--- src/hdl/mtfc_pkg.sv ---
`timescale 1ns / 1ps
// Package for the move-to-front coder: widths, defaults, register indexes,
// the controller state type and the structs passed along the cell chain.
// No dependencies.
package mtfc_pkg;

   localparam int SYM_W               = 8;
   localparam int DEFAULT_NUM_SYMBOLS = 256;
   localparam int CSR_ADDR_W          = 3;
   localparam int CSR_DATA_W          = 32;
   localparam int CSR_IDX_W           = CSR_ADDR_W - 2;

   localparam logic [CSR_IDX_W-1:0] REG_DECODE_MODE = CSR_IDX_W'(0);

   typedef enum logic [1:0] {
      ST_IDLE,
      ST_START,
      ST_WALK,
      ST_HOLD
   } state_type;

   typedef struct packed {
      logic             valid;
      logic             done;
      logic [SYM_W-1:0] carry;
      logic [SYM_W-1:0] result;
   } token_type;

   typedef struct packed {
      logic             restore;
      logic             decode_mode;
      logic [SYM_W-1:0] key;
   } cell_ctrl_type;

endpackage

--- src/hdl/mtfc_cell.sv ---
`timescale 1ns / 1ps
// One cell of the recency chain: holds the list entry at a fixed position
// and hands the travelling token to its neighbor. Depends on mtfc_pkg.
module mtfc_cell
   import mtfc_pkg::*;
#(
   parameter int INDEX = 0
) (
   input  logic             clock,
   input  logic             reset,
   input  cell_ctrl_type    ctrl,
   input  logic             front_we,
   input  logic [SYM_W-1:0] front_val,
   input  token_type        tok_in,
   output token_type        tok_out
);

   localparam logic [SYM_W-1:0] POS = SYM_W'(INDEX);

   logic [SYM_W-1:0] entry_ff;
   logic [SYM_W-1:0] entry_in;
   token_type        tok_ff;
   token_type        tok_in_next;
   logic             active;
   logic             match;

   assign active = tok_in.valid && !tok_in.done;
   assign match  = ctrl.decode_mode ? (ctrl.key == POS) : (entry_ff == ctrl.key);

   always_comb begin
      priority if (ctrl.restore) begin
         entry_in = POS;
      end else if (front_we) begin
         entry_in = front_val;
      end else if (active) begin
         entry_in = tok_in.carry;
      end else begin
         entry_in = entry_ff;
      end
   end

   always_comb begin
      tok_in_next.valid  = tok_in.valid;
      tok_in_next.done   = tok_in.done || match;
      tok_in_next.carry  = entry_ff;
      tok_in_next.result = tok_in.result;
      if (active && match) begin
         tok_in_next.result = ctrl.decode_mode ? entry_ff : POS;
      end
   end

   always_ff @(posedge clock) begin
      if (reset) begin
         entry_ff     <= POS;
         tok_ff.valid <= 1'b0;
      end else begin
         entry_ff <= entry_in;
         tok_ff   <= tok_in_next;
      end
   end

   assign tok_out = tok_ff;

endmodule

--- config.mk ---
export PLATFORM = sky130hd
export DESIGN_NAME = mtfc_cell
export DESIGN_NICKNAME = d
export VERILOG_FILES = /design/src/hdl/mtfc_pkg.sv /design/src/hdl/mtfc_cell.sv
export SDC_FILE = /design/constraint.sdc
export NUM_CORES = 1
export LEC_CHECK = 0
export BUFFER_PORTS_ARGS = -buffer_cell sky130_fd_sc_hd__buf_2
export CAP_MARGIN = 10
export CELL_PAD_IN_SITES_DETAIL_PLACEMENT = 0
export CELL_PAD_IN_SITES_GLOBAL_PLACEMENT = 1
export CORE_MARGIN = 10
export CORE_UTILIZATION = 31
export DETAILED_ROUTE_END_ITERATION = 10
export PLACE_DENSITY = 0.7
export SYNTH_ARGS = -nofsm -noshare
export SYNTH_HDL_FRONTEND = slang
export SYNTH_SLANG_ARGS = --single-unit
--- constraint.sdc ---
create_clock -name clock -period 1.3 [get_ports clock]
set_input_delay 0.065 -clock clock [delete_from_list [all_inputs] [get_ports clock]]
set_output_delay 0.065 -clock clock [all_outputs]
set_load 0.1 [all_outputs]
==> summary.md <==
### STA
- **final setup violation count** 0
- **Final min period** 1.28 ns
- **worst-case clock skew** 0.00252 ns
- **final-report hold violation count** 0
- **unrepaired setup endpoints after global routing** yes
- **Max Slew Vio Count** 0
- **ratio of final minimum period to clock period** 0.983
- **Max-Slew Margin vs Limit** 0.671
- **fmax** 0.782 GHz
- **worst slew pin tran** 0.497 ns

### GRT
- **antenna violations before repair** 0
- **maximum number of pins on one net before global-route repair** 26
- **vias in the first global route** 1,279
- **first-pass GRT wire length** 5930 um
- **Total GRT Usage** 0.0974
- **total gr overflow** 0

### Synthesis
- **cell taking the most area after synthesis** sky130_fd_sc_hd__edfxtp_1
- **Yosys warning count** 0
- **Cell Area, Synth** 1370 um^2
- **area share of the largest cell type after synthesis** 0.374
- **number of storage elements in the synthesis netlist** 26
- **Mapped Cells** 134
- **top area cells in the synthesized netlist** sky130_fd_sc_hd__edfxtp_1 37%, sky130_fd_sc_hd__dfxtp_1 13%, sky130_fd_sc_hd__nand2_1 6.6%
- **proportion of synthesized chip area in sequential cells** 0.505
- **Avg Cell Area, Syn** 10.2 um^2
- **net count of the mapped netlist** 173
- **distinct cell type count after synthesis** 24

### Clock tree
- **total setup buffers inserted after CTS** 0
- **CTS H-tree lvls** 1
- **CTS tree** yes
- **total CTS buffers** 3
- **root buffer selected by CTS** sky130_fd_sc_hd__clkbuf_8
- **number of buffers between clock root and the deepest sink** 2
- **clock insertion delay at the later pin of the skew report** 0.27 ns
- **count of clock tree sinks** 26
- **Clock Pin Slew Worst Setup and Hold Paths** 0.09 ns

### Critical path
- **sequence of cells on the critical path** xnor2_1 > nand4_1 > buf_6 > o211ai_1 > nand3_1
- **kind of end point of the critical path** register
- **Critical Path Slowest Stage Cell** sky130_fd_sc_hd__dfxtp_2
- **kind of cell adding the most delay to the critical path** flip-flops
- **worst path arrival time** 1.30 ns
- **Crit path largest cell delay** 0.33 ns
- **category of the worst setup path launch point** register
- **CP Data Required Time** 1.32 ns
- **CP Buf/Inv Count** 1
- **worst setup path class** reg -> reg
- **critical path fanouts, max** 9

### Floorplanning
- **die span in x** 86.4 um
- **number of I/O pins** 57
- **DIE HEIGHT** 86.4 um
- **Initial Util** 0.316
- **cell row count** 24
- **area of the die** 7460 um^2
- **Core Footprint** 4320 um^2

### Power and ir drop
- **P per Cell Area** 1030 nW/um^2
- **clock group share of total power** 0.231
- **P_sw** 0.653 mW
- **Worst IR Drop VDD** 0.345 mV
- **switching part of the total power** 0.333
- **Comb power frac** 0.289
- **register share of total power** 0.479
- **Leakage** 0.847 nW
- **Internal Power** 1.31 mW

### Detailed routing
- **number of DRC markers in iteration 0** 50
- **DRC errors left** 0
- **via density per instance** 4.80
- **Routed Antenna Nets** 0
- **final routed wire length divided by cell count** 14.4 um
- **via count** 1,230
- **total wire length** 3700 um
- **length of the first detailed-routing pass in iterations** 4

### Cells and area
- **number of filler instances in the final layout** 450
- **final core utilization** 0.440
- **multi-input logic area** 657 um^2
- **Reg area** 696 um^2
- **final antenna diode count** 0
- **synthesis-to-finish area growth** 39.4%
- **proportion of layout cells with a drive suffix above 1** 0.431
- **design area** 1900 um^2
- **final net count** 244

### Placement
- **placed instance area** 1820 um^2
- **final weighted congestion of routability-driven global placement** 0.783
- **hpwl dp** 3110 um
- **input/output buffers** 56

### Worst hold path
- **min-delay worst type** in -> reg

### Flow run
- **max-cap violation count** 0

### Status
- **run status** completed

## area by class of cell
cell class | instances | share of cell area
clock buffers | 3 | 0.0217
clock inverters | 1 | 0.00197
inverters | 2 | 0.00394
multi-input cells | 98 | 0.345
flip-flops and latches | 26 | 0.365
well taps | 52 | 0.0342
repair buffers | 74 | 0.228
## metal layers
metal	part of all wire	GRT usage	up-vias
met2	0.47	0.157	50
met3	0.095	0.0460	2
met1	0.43	0.114	550
met5	0	0	-
li1	-	-	628
met4	0.0065	0.0221	0
## synth_stat cells
library cell and instances:
sky130_fd_sc_hd__inv_1 2, sky130_fd_sc_hd__buf_2 4, sky130_fd_sc_hd__edfxtp_1 17, sky130_fd_sc_hd__nand4_1 1, sky130_fd_sc_hd__and2_1 8, sky130_fd_sc_hd__o211ai_1 8
sky130_fd_sc_hd__o21ai_0 8, sky130_fd_sc_hd__xnor2_1 8, sky130_fd_sc_hd__nor2_1 1, sky130_fd_sc_hd__nor4_2 1, sky130_fd_sc_hd__dfxtp_1 9, sky130_fd_sc_hd__nand4b_2 1
sky130_fd_sc_hd__nand2_1 24, sky130_fd_sc_hd__buf_6 1, sky130_fd_sc_hd__o31a_1 8, sky130_fd_sc_hd__buf_1 1, sky130_fd_sc_hd__clkbuf_1 2, sky130_fd_sc_hd__nor3_1 1
sky130_fd_sc_hd__nor2b_1 1, sky130_fd_sc_hd__nand3_1 15, sky130_fd_sc_hd__mux2i_1 8, sky130_fd_sc_hd__nand3_2 2, sky130_fd_sc_hd__o311ai_0 1, sky130_fd_sc_hd__nand2b_1 2
## path summary, 6_finish.rpt
| kind | start | endpoint | slack, ns | cells past startpoint |
|---|---|---|---|---|
| max | entry_ff[2] | tok_out[1] | 0.02 | 5 |
| min | tok_in[17] | tok_out[17] | 0.03 | 2 |
| max reg2reg | entry_ff[2] | tok_out[1] | 0.02 | 5 |
| min reg2reg | entry_ff[6] | tok_out[14] | 0.56 | 1 |
## power by group through the flow
stage / Sequential, mW / Combinational [mW] / Clock (mW)
2_1_floorplan: 1.20 / 0.147 / 0
3_3_place_gp: 0.957 / 0.551 / 0
3_5_place_dp: 0.958 / 0.561 / 0
4_1_cts: 0.940 / 0.566 / 0.468
5_1_grt: 0.945 / 0.609 / 0.506
6_report: 0.940 / 0.567 / 0.454
## flip-flops by register name (all words and copies together), names as in the netlist
signal    flops
tok_out      18
entry_ff      8
## per-stage QoR
stage | instances | setup TNS [ns] | hold slack, ns | power (mW) | worst slack (ns)
floorplan | 134 | 0 | 0.137 | 1.35 | 0.00157
global placement | 251 | -0.213 | 0.255 | 1.51 | -0.0379
detailed placement | 251 | -0.412 | 0.260 | 1.52 | -0.0672
CTS | 256 | 0 | 0.0367 | 1.97 | 0.000979
global route | 256 | -0.496 | 0.0668 | 2.06 | -0.0913
finish | 256 | 0 | 0.0316 | 1.96 | 0.0217
## placed cells by master (no fill, tap or decap), types with 2 or more instances in the layout
cell	count
sky130_fd_sc_hd__dfxtp_2	4
sky130_fd_sc_hd__o21ai_0	8
sky130_fd_sc_hd__dfxtp_1	5
sky130_fd_sc_hd__nand3_2	3
sky130_fd_sc_hd__o211ai_1	8
sky130_fd_sc_hd__xnor2_2	2
sky130_fd_sc_hd__nand3_1	14
sky130_fd_sc_hd__mux2i_1	8
sky130_fd_sc_hd__buf_4	15
sky130_fd_sc_hd__o31a_1	8
sky130_fd_sc_hd__and2_1	8
sky130_fd_sc_hd__buf_2	56
sky130_fd_sc_hd__inv_1	2
sky130_fd_sc_hd__clkbuf_8	3
sky130_fd_sc_hd__xnor2_1	6
sky130_fd_sc_hd__nand2_1	24
sky130_fd_sc_hd__edfxtp_1	17
## cells by family (layout without fill, tap and decap cells)
logic type / Yosys count / in the layout / share of synthesized area
flops: 26 / 26 / 0.505
buf+inv: 10 / 80 / 0.0366
xor+xnor: 8 / 8 / 0.0513
simple gates: 57 / 57 / 0.217
mux: 8 / 8 / 0.0586
compound gates: 25 / 25 / 0.131
## what timing repair did
| item | 4_1_cts | 5_1_grt |
|---|---|---|
| endpoints found under the hold margin | 1 | 0 |
| setup endpoints to repair | 6 | 9 |
| hold buffers | 1 | 0 |
| pin swaps | 0 | 9 |
| gates resized for setup | 1 | 9 |
Note: power is estimated with default switching activity, not from simulation.
