===== src/hdl/mtfc_pkg.sv =====
`timescale 1ns / 1ps
// Package for the move-to-front coder: widths, defaults, register indexes,
// the controller state type and the structs passed along the cell chain.
// No dependencies.
package mtfc_pkg;

   localparam int SYM_W               = 8;
   localparam int DEFAULT_NUM_SYMBOLS = 256;
   localparam int CSR_ADDR_W          = 3;
   localparam int CSR_DATA_W          = 32;
   localparam int CSR_IDX_W           = CSR_ADDR_W - 2;

   localparam logic [CSR_IDX_W-1:0] REG_DECODE_MODE = CSR_IDX_W'(0);

   typedef enum logic [1:0] {
      ST_IDLE,
      ST_START,
      ST_WALK,
      ST_HOLD
   } state_type;

   typedef struct packed {
      logic             valid;
      logic             done;
      logic [SYM_W-1:0] carry;
      logic [SYM_W-1:0] result;
   } token_type;

   typedef struct packed {
      logic             restore;
      logic             decode_mode;
      logic [SYM_W-1:0] key;
   } cell_ctrl_type;

endpackage


===== src/hdl/mtfc_ctrl.sv =====
`timescale 1ns / 1ps
// Controller of the move-to-front coder: mode register, input handshake,
// token launch, front update and the output register. Depends on mtfc_pkg.
module mtfc_ctrl
   import mtfc_pkg::*;
#(
   parameter int NUM_SYMBOLS = DEFAULT_NUM_SYMBOLS
) (
   input  logic                  clock,
   input  logic                  reset,
   input  logic                  csr_psel,
   input  logic                  csr_penable,
   input  logic                  csr_pwrite,
   input  logic [CSR_ADDR_W-1:0] csr_paddr,
   input  logic [CSR_DATA_W-1:0] csr_pwdata,
   output logic [CSR_DATA_W-1:0] csr_prdata,
   output logic                  csr_pready,
   input  logic                  req_valid,
   output logic                  req_ready,
   input  logic [SYM_W-1:0]      req_symbol,
   input  logic                  req_block_start,
   output logic                  rsp_valid,
   input  logic                  rsp_ready,
   output logic [SYM_W-1:0]      rsp_symbol,
   output cell_ctrl_type         cell_ctrl,
   output logic                  front_we,
   output logic [SYM_W-1:0]      front_val,
   output token_type             tok_first,
   input  token_type             tok_last
);

   localparam logic [SYM_W:0] LIMIT = (SYM_W+1)'(NUM_SYMBOLS);

   state_type        state_ff, state_in;
   logic             mode_ff, mode_in;
   logic [SYM_W-1:0] key_ff, key_in;
   logic [SYM_W-1:0] result_ff, result_in;
   logic             rsp_valid_ff, rsp_valid_in;
   logic [SYM_W-1:0] rsp_data_ff, rsp_data_in;
   logic             accept;
   logic             in_range;
   logic             rsp_free;
   logic             csr_hit;

   assign csr_hit    = csr_paddr[CSR_ADDR_W-1:2] == REG_DECODE_MODE;
   assign csr_pready = 1'b1;
   assign csr_prdata = csr_hit ? CSR_DATA_W'(mode_ff) : '0;
   assign mode_in    = (csr_psel && csr_penable && csr_pwrite && csr_hit) ?
                       csr_pwdata[0] : mode_ff;

   assign accept   = req_valid && req_ready;
   assign in_range = {1'b0, req_symbol} < LIMIT;
   assign rsp_free = !rsp_valid_ff || rsp_ready;

   always_comb begin
      state_in = state_ff;
      unique case (state_ff)
         ST_IDLE:  if (req_valid) state_in = in_range ? ST_START : ST_HOLD;
         ST_START: state_in = ST_WALK;
         ST_WALK:  if (tok_last.valid) state_in = ST_HOLD;
         ST_HOLD:  if (rsp_free) state_in = ST_IDLE;
         default:  state_in = ST_IDLE;
      endcase
   end

   always_comb begin
      req_ready    = 1'b0;
      tok_first    = '0;
      front_we     = 1'b0;
      front_val    = mode_ff ? tok_last.result : key_ff;
      key_in       = key_ff;
      result_in    = result_ff;
      rsp_valid_in = rsp_valid_ff && !rsp_ready;
      rsp_data_in  = rsp_data_ff;
      unique case (state_ff)
         ST_IDLE: begin
            req_ready = 1'b1;
            key_in    = req_symbol;
            result_in = req_symbol;
         end
         ST_START: begin
            tok_first.valid = 1'b1;
         end
         ST_WALK: begin
            if (tok_last.valid) begin
               front_we  = 1'b1;
               result_in = tok_last.result;
            end
         end
         ST_HOLD: begin
            if (rsp_free) begin
               rsp_valid_in = 1'b1;
               rsp_data_in  = result_ff;
            end
         end
         default: ;
      endcase
   end

   assign cell_ctrl.restore     = accept && req_block_start;
   assign cell_ctrl.decode_mode = mode_ff;
   assign cell_ctrl.key         = key_ff;

   always_ff @(posedge clock) begin
      if (reset) begin
         state_ff     <= ST_IDLE;
         mode_ff      <= 1'b0;
         rsp_valid_ff <= 1'b0;
      end else begin
         state_ff     <= state_in;
         mode_ff      <= mode_in;
         rsp_valid_ff <= rsp_valid_in;
      end
      key_ff      <= key_in;
      result_ff   <= result_in;
      rsp_data_ff <= rsp_data_in;
   end

   assign rsp_valid  = rsp_valid_ff;
   assign rsp_symbol = rsp_data_ff;

endmodule


===== config.mk =====
export PLATFORM = sky130hd
export DESIGN_NAME = mtfc_ctrl
export DESIGN_NICKNAME = d
export VERILOG_FILES = /design/src/hdl/mtfc_pkg.sv /design/src/hdl/mtfc_ctrl.sv
export SDC_FILE = /design/constraint.sdc
export NUM_CORES = 1
export LEC_CHECK = 0
export BUFFER_PORTS_ARGS = -buffer_cell sky130_fd_sc_hd__buf_2
export CELL_PAD_IN_SITES_DETAIL_PLACEMENT = 0
export CELL_PAD_IN_SITES_GLOBAL_PLACEMENT = 1
export CORE_ASPECT_RATIO = 1.75
export CORE_MARGIN = 1.5
export CORE_UTILIZATION = 28
export CTS_CLUSTER_SIZE = 8
export DETAILED_ROUTE_END_ITERATION = 10
export GPL_ROUTABILITY_DRIVEN = 0
export PLACE_DENSITY = 0.95
export SKIP_CTS_REPAIR_TIMING = 1
export SLEW_MARGIN = 15
export SYNTH_ARGS = -nofsm -noshare
export SYNTH_HDL_FRONTEND = slang
export SYNTH_SLANG_ARGS = --single-unit

===== constraint.sdc =====
create_clock -name clock -period 3.4 [get_ports clock]
set_input_delay 0.17 -clock clock [delete_from_list [all_inputs] [get_ports clock]]
set_output_delay 0.17 -clock clock [all_outputs]
set_load 0.02 [all_outputs]

==> flow_metrics.tcl <==
set metrics [dict create \
    relSlewSlack_pct 54.3 \
    fill_cells 586 \
    antenna_found_initial 0 \
    cp.required_ns 3.23 \
    clock_skew_ns 0.000922 \
    numPortBuffers 57 \
    arrival_ns 1.66 \
    clock_sinks 28 \
    multi_input_area_sq_um 576 \
    placed_area_sq_um 1770 \
    die-area_sq_um 6180 \
    die_height_microns 103 \
    worst_slew_pin_slew_ns 0.685 \
    routed_via_density 3.70 \
    timing.critical_path.buf_inv 2 \
    seq_area_sq_um 801 \
    setup_tns_ns 0 \
    end_kind "output pin" \
    insertion_delay_ns 0.28 \
    wl_per_cell_microns 10.2 \
    start_util_pct 28.8 \
    rsz0062_at_grt "false" \
    crit_chain "inv_1, ha_1, and3_1, buf_2" \
    yosys.area.top_type_share_pct 45.1 \
    pwr-share-clk_pct 17.9 \
    nets 257 \
    p_total_mw 1.45 \
    vias 955 \
    synth_edf_count 24 \
    yosys_most_used_dff "edfxtp_1" \
    post-route-util_pct 33.2 \
    ys_async_sr_fraction_pct 0 \
    cts_tree "yes" \
    synth_most_common_cell "buf_4" \
    totalWireLength_microns 2640 \
    cpMaxStageDelayCell "ha_1" \
    path_class "flip-flop to output pin" \
    area_delta_synth_final_pct 15.2 \
    synth_area_sq_um 1600 \
    seq_power_share_pct 41.5 \
    ys_seq_elements 28 \
    first_pass_iters 3 \
    hold_path_class "input port to flip-flop" \
    switching_share_pct 36.9 \
    core_area_sq_um 5540 \
    final_max_slew_viol_count 0 \
    grt_pass1_wl_microns 3840 \
    cts_buffers 3 \
    critPathMaxStageDelay_ns 0.51 \
    grt_overflow 0 \
    p_sw_mw 0.536 \
    synth.avg_cell_area_sq_um 12.7 \
    synth.distinct_cells 22 \
    clk_path_buf_depth 2 \
    rows 36 \
    drive_gt1_share_pct 44.5 \
    grt_pass1_vias 888 \
    hpwl_microns 2250 \
    fin_area_sq_um 1840 \
    clockRootBuffer "clkbuf_8" \
    drt_iter0_drc 9 \
    n_antenna_cell 0 \
    period_minus_slack_ns 1.83 \
    clock.fmax_mhz 546 \
    worst-path-max-fanout 12 \
    path_clk_slew_ns 0.09 \
    start_kind "flip-flop" \
    drc 0 \
    synth.area.top_cells "edfxtp_1 (45%), buf_4 (24%), mux2_2 (12%)" \
    hold_violations 0 \
    postSynthCellCount 126 \
    ir_drop_mv 0.616 \
    grt_usage_pct 8.47 \
    maxCapViolations 0 \
    holdWs_ns 0.0727 \
    internal_power_mw 0.916 \
    total_leakage_power_nw 0.863 \
    setup_viol 0 \
    netlist.top_cell.by_area "edfxtp_1" \
    cts-htree-levels 1 \
    p_comb_share_pct 40.6 \
    die_w_microns 60.1 \
    io_pins 149 \
    synth-seq-area-share_pct 50.2 \
    powerDensity_nw_per_um2 789 \
    grt_max_degree 17 \
    status "completed" \
    path_delay_family "adder cells" \
    synth_common_cells "buf_4 (50), edfxtp_1 (24), mux2_2 (17), ha_1 (5)" \
    ys_warn_count 0 \
    drtAntennaViolNets 0 \
    period_share_pct 53.9 \
]
placed cells by master, fill, tap and decap left out:
cell and count:
and2_1 1, and2b_2 1, and3_1 1, and3b_4 1, buf_2 57, bufinv_16 1, clkbuf_8 3, conb_1 49
dfxtp_1 4, edfxtp_1 24, ha_1 5, inv_1 3, mux2_2 17, mux2i_1 1, nand4b_1 1, nor2_1 3
nor2b_1 4, nor3_1 1, nor4b_1 1, o211a_1 1, o21a_1 1, o31a_2 1, or4_1 1
power by group through the flow:
stage                     clock (mW)  combinational [mW]  sequential [mW]
after CTS                      0.264               0.600            0.605
after detailed placement           0               0.597            0.611
after global placement             0               0.579            0.606
after global routing           0.277               0.636            0.618
final                          0.259               0.590            0.602
after floorplan                    0               0.401            0.667
through the flow:
| step | instances | worst slack [ns] |
|---|---|---|
| floorplan | 173 | 1.73 |
| CTS | 258 | 1.53 |
| finish | 258 | 1.57 |
| detailed placement | 254 | 1.60 |
| global route | 258 | 1.46 |
| global placement | 254 | 1.65 |
flip-flops by register name, summed over array words and instances, names as in the netlist:
name	cells
rsp_symbol	8
mode_ff	1
key_ff	8
result_ff	8
state_ff	2
rsp_valid	1
worst reg2reg max path, stage by stage, from the launching register on:
cell and delay [ns]:
dfxtp_1 0.40, inv_1 0.10, ha_1 0.40, nor2b_1 0.25, or4_1 0.41, o211a_1 0.14
area by class of cell:
| cell class | instances | area share [%] |
|---|---|---|
| multi-input combinational | 90 | 31.3 |
| inverter | 3 | 0.612 |
| sequential | 28 | 43.5 |
| clock buffer | 3 | 2.24 |
| timing repair buffer | 57 | 15.5 |
| clock inverter | 1 | 1.63 |
| tap | 76 | 5.17 |
path summary, 6_finish.rpt:
path                     start            end  slack, ns  cells past startpoint
hold reg to reg   result_ff[0]  rsp_symbol[0]       0.43                      0
setup / recovery   state_ff[1]   cell_ctrl[9]       1.57                      4
hold / removal           reset      rsp_valid       0.07                      2
setup reg to reg   state_ff[0]    state_ff[0]       1.61                      5
per-layer routing:
layer	global-route usage [%]	vias up	wire, microns
met4	4.62	0	57
met2	17.2	84	1500
met1	7.52	426	849
li1	-	440	-
met5	0	-	0
met3	0.878	5	225
cell families (layout without fill, tap and decap cells):
group,after synthesis,after routing,share of synthesized area (%)
AND/OR/NAND/NOR,15,15,6.27
buffers and inverters,55,64,24.8
multiplexers,18,18,12.6
AO/OA/AOI/OAI,3,3,1.72
adder cells (fa/ha/maj),5,5,3.92
flip-flops,28,28,50.2
other,2,49,0.470
(Power assumes the default switching activity.)
